===== src/fee_pkg.sv =====
package fee_pkg;

    // framing byte codes
    localparam logic [7:0] FLAG_BYTE = 8'h7e;
    localparam logic [7:0] ESC_BYTE  = 8'h7d;
    localparam logic [7:0] ESC_FLAG  = 8'h02;
    localparam logic [7:0] ESC_ESC   = 8'h01;
    localparam logic [7:0] ZERO_BYTE = 8'h00;

    // most output words one input word can cause
    localparam int unsigned MAX_OUT = 3;
    localparam int unsigned CNT_W   = $clog2(MAX_OUT + 1);
    localparam int unsigned IDX_W   = $clog2(MAX_OUT);

    // one byte after escaping: one or two wire bytes
    typedef struct packed {
        logic       two;
        logic [7:0] b0;
        logic [7:0] b1;
    } t_esc;

    // all output words caused by one input word
    typedef struct packed {
        logic [CNT_W-1:0]          cnt;
        logic [MAX_OUT-1:0][7:0]   bytes;
        logic                      closing;
    } t_bundle;

    // escape a body byte
    function automatic t_esc escape_byte(input logic [7:0] b);
        t_esc e;
        e.two = 1'b0;
        e.b0  = b;
        e.b1  = ZERO_BYTE;
        if (b == FLAG_BYTE) begin
            e.two = 1'b1;
            e.b0  = ESC_BYTE;
            e.b1  = ESC_FLAG;
        end else if (b == ESC_BYTE) begin
            e.two = 1'b1;
            e.b0  = ESC_BYTE;
            e.b1  = ESC_ESC;
        end
        return e;
    endfunction

endpackage


===== src/fee_core.sv =====
module fee_core (
    input  logic                  i_clk,
    input  logic                  i_rst_n,
    input  logic                  s_axis_tvalid,
    output logic                  s_axis_tready,
    input  logic [7:0]            s_axis_tdata,   // [7:0] data_byte
    input  logic                  s_axis_tuser,   // [0] frame_open
    input  logic                  s_axis_tlast,   // frame_close
    input  logic                  i_out_free,
    output logic                  o_load,
    output fee_pkg::t_bundle      o_bundle
);

    logic             r_in_valid;
    logic [7:0]       r_in_data;
    logic             r_in_open;
    logic             r_in_close;
    logic [7:0]       r_held_byte;
    logic             r_held_valid;
    logic [7:0]       r_xor;
    logic             consume;
    fee_pkg::t_esc    esc_xor;
    fee_pkg::t_esc    esc_held;
    fee_pkg::t_bundle n_bundle;

    assign esc_xor  = fee_pkg::escape_byte(r_xor);
    assign esc_held = fee_pkg::escape_byte(r_held_byte);

    // build the output words for the registered input word
    always_comb begin
        n_bundle.cnt     = '0;
        n_bundle.bytes   = '0;
        n_bundle.closing = 1'b0;
        priority if (r_in_open) begin
            n_bundle.cnt      = fee_pkg::CNT_W'(1);
            n_bundle.bytes[0] = r_in_data;
        end else if (r_in_close) begin
            n_bundle.closing = 1'b1;
            if (r_held_valid) begin
                n_bundle.bytes[0] = esc_xor.b0;
                if (esc_xor.two) begin
                    n_bundle.bytes[1] = esc_xor.b1;
                    n_bundle.bytes[2] = r_in_data;
                    n_bundle.cnt      = fee_pkg::CNT_W'(3);
                end else begin
                    n_bundle.bytes[1] = r_in_data;
                    n_bundle.cnt      = fee_pkg::CNT_W'(2);
                end
            end else begin
                n_bundle.bytes[0] = r_in_data;
                n_bundle.cnt      = fee_pkg::CNT_W'(1);
            end
        end else begin
            // body word: release the held byte, if any
            if (r_held_valid) begin
                n_bundle.bytes[0] = esc_held.b0;
                n_bundle.bytes[1] = esc_held.b1;
                n_bundle.cnt      = esc_held.two ? fee_pkg::CNT_W'(2) : fee_pkg::CNT_W'(1);
            end
        end
    end

    // word leaves the input register when it has no results or its results have room
    assign consume       = r_in_valid && ((n_bundle.cnt == '0) || i_out_free);
    assign s_axis_tready = !r_in_valid || consume;
    assign o_load        = consume && (n_bundle.cnt != '0);
    assign o_bundle      = n_bundle;

    // input register
    always_ff @(posedge i_clk) begin
        if (!i_rst_n) begin
            r_in_valid <= 1'b0;
        end else if (s_axis_tready) begin
            r_in_valid <= s_axis_tvalid;
        end
    end

    always_ff @(posedge i_clk) begin
        if (s_axis_tvalid && s_axis_tready) begin
            r_in_data  <= s_axis_tdata;
            r_in_open  <= s_axis_tuser;
            r_in_close <= s_axis_tlast;
        end
    end

    // held byte and running checksum
    always_ff @(posedge i_clk) begin
        if (!i_rst_n) begin
            r_held_byte  <= fee_pkg::ZERO_BYTE;
            r_held_valid <= 1'b0;
            r_xor        <= fee_pkg::ZERO_BYTE;
        end else if (consume) begin
            if (r_in_open || r_in_close) begin
                r_held_byte  <= fee_pkg::ZERO_BYTE;
                r_held_valid <= 1'b0;
                r_xor        <= fee_pkg::ZERO_BYTE;
            end else begin
                if (r_held_valid) begin
                    r_xor <= r_xor ^ r_held_byte;
                end
                r_held_byte  <= r_in_data;
                r_held_valid <= 1'b1;
            end
        end
    end

    // flag bytes end the held state and clear the checksum
    a_flag_clears: assert property (@(posedge i_clk) disable iff (!i_rst_n)
        consume && (r_in_open || r_in_close) |=> !r_held_valid && (r_xor == fee_pkg::ZERO_BYTE))
        else $error("flag word left a held byte or checksum");

    // a body word is always held afterwards
    a_body_held: assert property (@(posedge i_clk) disable iff (!i_rst_n)
        consume && !r_in_open && !r_in_close |=> r_held_valid)
        else $error("body word not held");

    // a stalled input word keeps its contents
    a_in_hold: assert property (@(posedge i_clk) disable iff (!i_rst_n)
        r_in_valid && !consume |=> r_in_valid && $stable(r_in_data)
            && $stable(r_in_open) && $stable(r_in_close))
        else $error("stalled input word changed");

endmodule


===== src/fee_out.sv =====
module fee_out (
    input  logic                  i_clk,
    input  logic                  i_rst_n,
    input  logic                  i_load,
    input  fee_pkg::t_bundle      i_bundle,
    output logic                  o_free,
    output logic                  m_axis_tvalid,
    input  logic                  m_axis_tready,
    output logic [7:0]            m_axis_tdata,   // [7:0] out_byte
    output logic                  m_axis_tuser,   // [0] closing_flag
    output logic                  m_axis_tlast    // run_last
);

    logic                               r_valid;
    logic [fee_pkg::CNT_W-1:0]          r_cnt;
    logic [fee_pkg::IDX_W-1:0]          r_idx;
    logic [fee_pkg::MAX_OUT-1:0][7:0]   r_bytes;
    logic                               r_closing;
    logic                               last;

    // current word of the held result set
    assign last          = (fee_pkg::CNT_W'(r_idx) == r_cnt - fee_pkg::CNT_W'(1));
    assign m_axis_tvalid = r_valid;
    assign m_axis_tdata  = r_bytes[r_idx];
    assign m_axis_tlast  = last;
    assign m_axis_tuser  = r_closing && last;
    assign o_free        = !r_valid || (m_axis_tready && last);

    // result set control
    always_ff @(posedge i_clk) begin
        if (!i_rst_n) begin
            r_valid <= 1'b0;
            r_idx   <= '0;
        end else if (i_load) begin
            r_valid <= 1'b1;
            r_idx   <= '0;
        end else if (r_valid && m_axis_tready) begin
            if (last) begin
                r_valid <= 1'b0;
                r_idx   <= '0;
            end else begin
                r_idx <= r_idx + fee_pkg::IDX_W'(1);
            end
        end
    end

    always_ff @(posedge i_clk) begin
        if (i_load) begin
            r_cnt     <= i_bundle.cnt;
            r_bytes   <= i_bundle.bytes;
            r_closing <= i_bundle.closing;
        end
    end

    // index stays inside the loaded set
    a_idx_range: assert property (@(posedge i_clk) disable iff (!i_rst_n)
        r_valid |-> (r_cnt != '0) && (fee_pkg::CNT_W'(r_idx) < r_cnt))
        else $error("output index outside result set");

    // closing byte ends its run
    a_close_last: assert property (@(posedge i_clk) disable iff (!i_rst_n)
        m_axis_tuser |-> m_axis_tlast)
        else $error("closing byte not last of run");

    // new set only overwrites a finished one
    a_load_free: assert property (@(posedge i_clk) disable iff (!i_rst_n)
        i_load |-> !r_valid || (m_axis_tready && last))
        else $error("result set overwritten");

endmodule


===== src/frame_escape_encoder.sv =====
// an accepted input word passes the input register, then the result register
// throughput: one output word per cycle while the receiver is ready; an input word is
//   taken each cycle while each causes at most one; escapes and checksums add words
// the output stage, one byte per cycle while the receiver is ready, sets the rate
// reset: synchronous active low; clears both stages, the held byte and the checksum
module frame_escape_encoder (
    input  logic        i_clk,
    input  logic        i_rst_n,
    input  logic        s_axis_tvalid,
    output logic        s_axis_tready,
    input  logic [7:0]  s_axis_tdata,   // [7:0] data_byte
    input  logic        s_axis_tuser,   // [0] frame_open
    input  logic        s_axis_tlast,   // frame_close
    output logic        m_axis_tvalid,
    input  logic        m_axis_tready,
    output logic [7:0]  m_axis_tdata,   // [7:0] out_byte
    output logic        m_axis_tuser,   // [0] closing_flag
    output logic        m_axis_tlast    // run_last
);

    logic             load;
    logic             out_free;
    fee_pkg::t_bundle bundle;

    // input register, checksum and escaping
    fee_core u_core (
        .i_clk         (i_clk),
        .i_rst_n       (i_rst_n),
        .s_axis_tvalid (s_axis_tvalid),
        .s_axis_tready (s_axis_tready),
        .s_axis_tdata  (s_axis_tdata),
        .s_axis_tuser  (s_axis_tuser),
        .s_axis_tlast  (s_axis_tlast),
        .i_out_free    (out_free),
        .o_load        (load),
        .o_bundle      (bundle)
    );

    // result register, one byte per word
    fee_out u_out (
        .i_clk         (i_clk),
        .i_rst_n       (i_rst_n),
        .i_load        (load),
        .i_bundle      (bundle),
        .o_free        (out_free),
        .m_axis_tvalid (m_axis_tvalid),
        .m_axis_tready (m_axis_tready),
        .m_axis_tdata  (m_axis_tdata),
        .m_axis_tuser  (m_axis_tuser),
        .m_axis_tlast  (m_axis_tlast)
    );

endmodule


===== config.mk =====
export PLATFORM = sky130hd
export DESIGN_NAME = frame_escape_encoder
export DESIGN_NICKNAME = d
export VERILOG_FILES = /design/src/fee_pkg.sv /design/src/fee_core.sv /design/src/fee_out.sv /design/src/frame_escape_encoder.sv
export SDC_FILE = /design/constraint.sdc
export NUM_CORES = 1
export LEC_CHECK = 0
export BUFFER_PORTS_ARGS = -buffer_cell sky130_fd_sc_hd__buf_2
export CORE_UTILIZATION = 42
export DETAILED_ROUTE_END_ITERATION = 6
export MAX_ROUTING_LAYER = met4
export PLACE_DENSITY = 0.56
export RECOVER_POWER = 50
export SYNTH_ARGS = -nofsm -noshare
export SYNTH_HDL_FRONTEND = slang
export SYNTH_SLANG_ARGS = --single-unit

===== constraint.sdc =====
create_clock -name i_clk -period 3.2 [get_ports i_clk]
set_input_delay 0.16 -clock i_clk [delete_from_list [all_inputs] [get_ports i_clk]]
set_output_delay 0.16 -clock i_clk [all_outputs]
set_load 0.02 [all_outputs]

---- Yosys cells after proc, flatten, opt, wreduce, memory -nomap -nowiden ----
Index checks and enable logic that the tools add are counted.
storage, ports and cells
  input port bits ......................... 14
  logic and storage cells ................. 75
  output and inout port bits .............. 12
  register bits ........................... 58
operators by class
  multiplexer cells ....................... 27
  reduce and logical (&&, ||, !) cells .... 21
  $lt $le $gt $ge ......................... 1
  bitwise gates (word level) .............. 5
  add/subtract/negate cells ............... 2
  eq/ne operators ......................... 5
operator list
  cell                                                 number
  two-way mux 17 bit                                   4
  two-way mux 8 bit                                    8
  equality test 8 x 7 -> 1 bit, second input constant  4
  two-way mux 16 bit                                   2
  binary-select mux 8 bit (select 2 bit)               1
  two-way mux 2 bit                                    6
  nonzero test 2 bit                                   4
  bitwise XOR 8 bit                                    1
  logical AND 1 bit                                    6
  two-way mux 1 bit                                    6
  logical OR 1 bit                                     4
  inverter 1 bit                                       4
  AND reduction 2 bit                                  2
  OR reduction 4 bit                                   1
  < comparator 2 x 3 -> 1 bit, second input constant   1
  adder 2 x 1 -> 2 bit, second input constant          1
  equality test 2 bit                                  1
  zero test 1 bit                                      2
  zero test 2 bit                                      1
  OR reduction 2 bit                                   1
  subtractor 2 x 1 -> 2 bit, second input constant     1

---- Longest topological paths before layout ----
  word-level depth ........................ 13
  mapped depth ............................ 6
  gate-level depth less buffers ........... 6

---- Hierarchy ----
A second synthesis with hierarchy kept.
unflattened totals
  cells, all modules ...................... 249
  area total of the unflattened synthesis .. 2,672.6 um^2
modules (own cells, without submodules)
  module    times used  sequential area each (um^2)  area an instance (um^2)  cells an instance
  fee_core  1           660.6                        1,510.2                  171
  fee_out   1           870.8                        1,162.4                  78

---- Least setup slack after synthesis ----
Ideal clock, no wire load.
  path kind ............................... reg-to-reg
  start ................................... register u_out.r_cnt[1] (netlist name)
  end ..................................... register u_out.r_bytes[0] (netlist name) (enable)
  buffers on the path ..................... 0
  cell stages (with the launch flop) ...... 6
  clock period less this slack ............ 2.760 ns
  required time ........................... 2.789 ns
  arrival ................................. 2.349 ns
  setup slack ............................. 0.440 ns
  setup time .............................. 0.411 ns
  cells stage by stage .................... edfxtp_1 > xnor2_1 > mux2_4 > inv_4 > a21boi_4 > nor2_1
on the way
  word-level cells in the longest chain between the ends .. 7
RTL lines
  what                       RTL line                    text
  from (decl)                fee_out.sv:15               logic [fee_pkg::CNT_W-1:0] r_cnt;
  from (signal assigned)     fee_out.sv:49               r_cnt <= i_bundle.cnt;
  subtractor 2 x 1 -> 2 bit  fee_out.sv:22               assign last = (fee_pkg::CNT_W'(r_idx) == r_cnt - fee_pkg::CNT_W'(1));
  equality test 2 bit        fee_out.sv:22
  named net m_axis_tlast     frame_escape_encoder.sv:18  output logic m_axis_tlast
  logical AND 1 bit          fee_out.sv:27               assign o_free = !r_valid || (m_axis_tready && last);
  logical OR 1 bit           fee_out.sv:27
  logical OR 1 bit           fee_core.sv:64              assign consume = r_in_valid && ((n_bundle.cnt == '0) || i_out_free);
  logical AND 1 bit          fee_core.sv:64
  logical AND 1 bit          fee_core.sv:66              assign o_load = consume && (n_bundle.cnt != '0);
  named net load             frame_escape_encoder.sv:21  logic load;
  to (signal assigned)       fee_out.sv:50               r_bytes <= i_bundle.bytes;
  to (decl)                  fee_out.sv:17               logic [fee_pkg::MAX_OUT-1:0][7:0] r_bytes;
The timed path passes the listed nets, and every way through them passes these cells.
A chain may end at the register's enable or synchronous reset.

---- Worst setup path in the final report ----
  start ................................... register u_out.r_idx[1] (netlist name)
  end ..................................... register u_core.r_in_data[6] (enable)
on the way
  word-level cells in the longest chain between the ends .. 7
RTL lines
  what                    RTL line        text
  from (decl)             fee_out.sv:16   logic [fee_pkg::IDX_W-1:0] r_idx;
  from (signal assigned)  fee_out.sv:42   r_idx <= r_idx + fee_pkg::IDX_W'(1);
  equality test 2 bit     fee_out.sv:22
  logical AND 1 bit       fee_out.sv:27
  logical OR 1 bit        fee_out.sv:27
  logical OR 1 bit        fee_core.sv:64
  logical AND 1 bit       fee_core.sv:64
  logical OR 1 bit        fee_core.sv:65  assign s_axis_tready = !r_in_valid || consume;
  logical AND 1 bit       fee_core.sv:79  if (s_axis_tvalid && s_axis_tready) begin
  to (signal assigned)    fee_core.sv:80  r_in_data <= s_axis_tdata;
  to (decl)               fee_core.sv:15  logic [7:0] r_in_data;
No other way between the ends.

==> summary.txt <==
Worst-path cell chain: clkbuf_1 > xnor2_1 > mux2_1 > clkinvlp_2 > a21boi_4 > nand2_1 > and2_1
Post-route cell area: 0.00320 mm2
Chip height: 83.6 um
Post-cts resize count: 0
Tot GR Track Use: 0.195
DRT iter0 DRCs: 189
Synth top area cells: edfxtp_1 40%, dfxtp_1 15%, mux2i_1 7.9%, nand2_1 5.8%, and2_1 4.7%
Area delta synth->final: 14.3%
LEAKAGE: 1.12 nW
Row cnt: 29
Final Wtd Congestion: 0.868
Final Critical Period: 2.54 ns
TNS Setup: 0 ns
Net count after synthesis: 283
Final hold viol count: 0
Via/cell ratio: 5.16
Part of the cycle the worst path needs: 0.794
Hpwl dp: 4.28 mm
Vias in the first global route: 1,897
Starting Density: 0.438
Worst EP required: 3.17 ns
Ports: 26
Synth async-reset ratio: 0
Core box area: 0.00639 mm2
Worst-path maximum fanout: 12
Max Cap Violations: 0
Input/output buffers: 25
First-pass GRT wire length: 9.87 mm
Via count: 1,998
Sinks on Clock Net: 58
Share of the synthesized area in the top cell type: 0.397
Clk pin slew, worst setup/hold paths: 0.06 ns
Nets: 319
FF+latch area: 0.00153 mm2
Routed Wire Length: 6.08 mm
Commonest non-fill, non-tap cell in the layout: nand2_1
Post-DP Area: 0.00300 mm2
Run status: completed
Fill count: 595
Clock buffer depth: 2
Number of antenna violations at the first check in global routing: 0
Final Non-Filler Cells: 387
Synth Register Bits: 58
Worst path max stage delay: 0.46 ns
Most frequent cells in the layout: 43 x nand2_1, 37 x edfxtp_1, 22 x mux2i_1
CP Capture Type: flip-flop
Diodes inserted: 0
CTS tree: done
Mapped Cells: 269
GRT overflow: 0
Postcts setup bufs: 0
Yosys cell types: 44
Post-synth EDFFs: 37
Proportion of layout cells with a drive suffix above 1: 0.110
Power Total: 0.00153 W
First-pass DRT Iterations: 4
Worst slew pin tran: 0.962 ns
Sequential area share after synthesis: 0.547
Final Max Tran Viols: 0
Synthesized cell area: 0.00280 mm2
Max IR drop VDD: 0.254 mV
PD cells: 478 mW/mm2
Endpoints failing setup: 0
Die ar.: 0.00699 mm2
Slew headroom: 0.352
Area leader, netlist: edfxtp_1
Syn_area_per_cell: 10.4 um2
Clock Latency Late Sink: 0.34 ns
Die Width: 83.6 um
Largest net degree at the start of global routing: 28
Number of CTS-inserted buffers: 9
Top_reg_cell synth: edfxtp_1
RSZ-0062 raised after global routing: false
CTS root buf: clkbuf_8
DR DRC count: 0
Final Core Density: 0.501
Crit path launch type: flip-flop
WS Path Type: reg -> reg
Placed Instances: 364
F_max: 394 MHz
Drt wl/cell: 15.7 um
Worst min path class: in -> reg
Multi-input logic area: 0.00119 mm2
Crit-path slowest cell: and2_1
Detail Route Antenna Nets: 0
CP arrival: 2.51 ns
H-tree levels: 3
Clock skew: 0.00908 ns
Synth warn: 0
-- flip-flops by register name, summed over array words and instances (netlist names), 2 cells and up --
name                flops
u_out.r_bytes          24
u_core.r_held_byte      8
u_core.r_in_data        8
u_core.r_xor            8
u_out.r_cnt             2
u_out.r_idx             2
-- worst max-delay path, delay by kind of cell (launching register included) --
kind                      cells  cell delay, ns
AOI/OAI and AO/OA             1            0.11
and+or+nand+nor               2            0.54
xor gates and xnor gates      1            0.21
buffers and inverters         2            0.58
muxes                         1            0.42
DFF                           1            0.30
-- kinds of logic (layout without fill, tap and decap cells) --
| logic type | after synthesis | after routing | share of synthesized area |
|---|---|---|---|
| AO/OA/AOI/OAI | 64 | 64 | 0.147 |
| XOR/XNOR | 3 | 3 | 0.00939 |
| buffers and inverters | 17 | 58 | 0.0255 |
| flip-flops | 58 | 58 | 0.547 |
| multiplexers | 23 | 23 | 0.0840 |
| AND/OR/NAND/NOR | 104 | 104 | 0.187 |
-- power breakdown --
| part | switching (W) | leakage (nW) | internal (W) |
|---|---|---|---|
| registers | 0.0000251 | 0.514 | 0.000828 |
| clock network | 0.000273 | 0.0754 | 0.000275 |
| logic | 0.0000785 | 0.533 | 0.0000504 |
-- synth_stat cells (all sizes together), types with 3 or more instances --
master and number:
nand2 43, edfxtp 37, o21ai 29, mux2i 22, and2 21, dfxtp 21
nor2 16, a21oi 11, nor2b 9, a22o 8, inv 7, buf 5
clkbuf 5, nand2b 4, a21boi 3, a31oi 3
-- what timing repair did --
item,CTS,global route
endpoints found under the setup margin,0,0
hold buffers,6,1
endpoints found under the hold margin,6,1
-- layout make-up --
class | instances | share of cell area
flip-flops and latches | 58 | 0.478
well taps | 77 | 0.0301
clock buffers | 12 | 0.0422
clock inverters | 4 | 0.00625
repair buffers | 35 | 0.0625
inverters | 7 | 0.00860
multi-input cells | 194 | 0.372
-- routing by layer --
layer	wire length (um)	part of all wire	global-route usage
met5	0	0	-
met1	3110	0.51	0.268
met2	2640	0.43	0.273
met3	245	0.040	0.0504
met4	87	0.014	0.0786
-- worst paths after layout --
| check | startpoint | end | slack [ns] | depth (start not counted) |
|---|---|---|---|---|
| min reg2reg | u_core.r_held_byte[3] | u_core.r_held_byte[3] | 0.52 | 2 |
| min | s_axis_tlast | u_core.r_in_close | 0.03 | 1 |
| max | u_out.r_idx[1] | u_core.r_in_data[6] | 0.66 | 7 |
| max reg2reg | u_out.r_idx[1] | u_core.r_in_data[6] | 0.66 | 7 |
-- metrics by stage --
step                      setup slack, ns  hold WS (ns)
after detailed placement            0.884         0.339
final                               0.660        0.0265
after global placement               1.02         0.338
after floorplan                     0.440         0.259
after global routing                0.403       0.00855
after CTS                           0.862       0.00856
(Power assumes the default switching activity.)
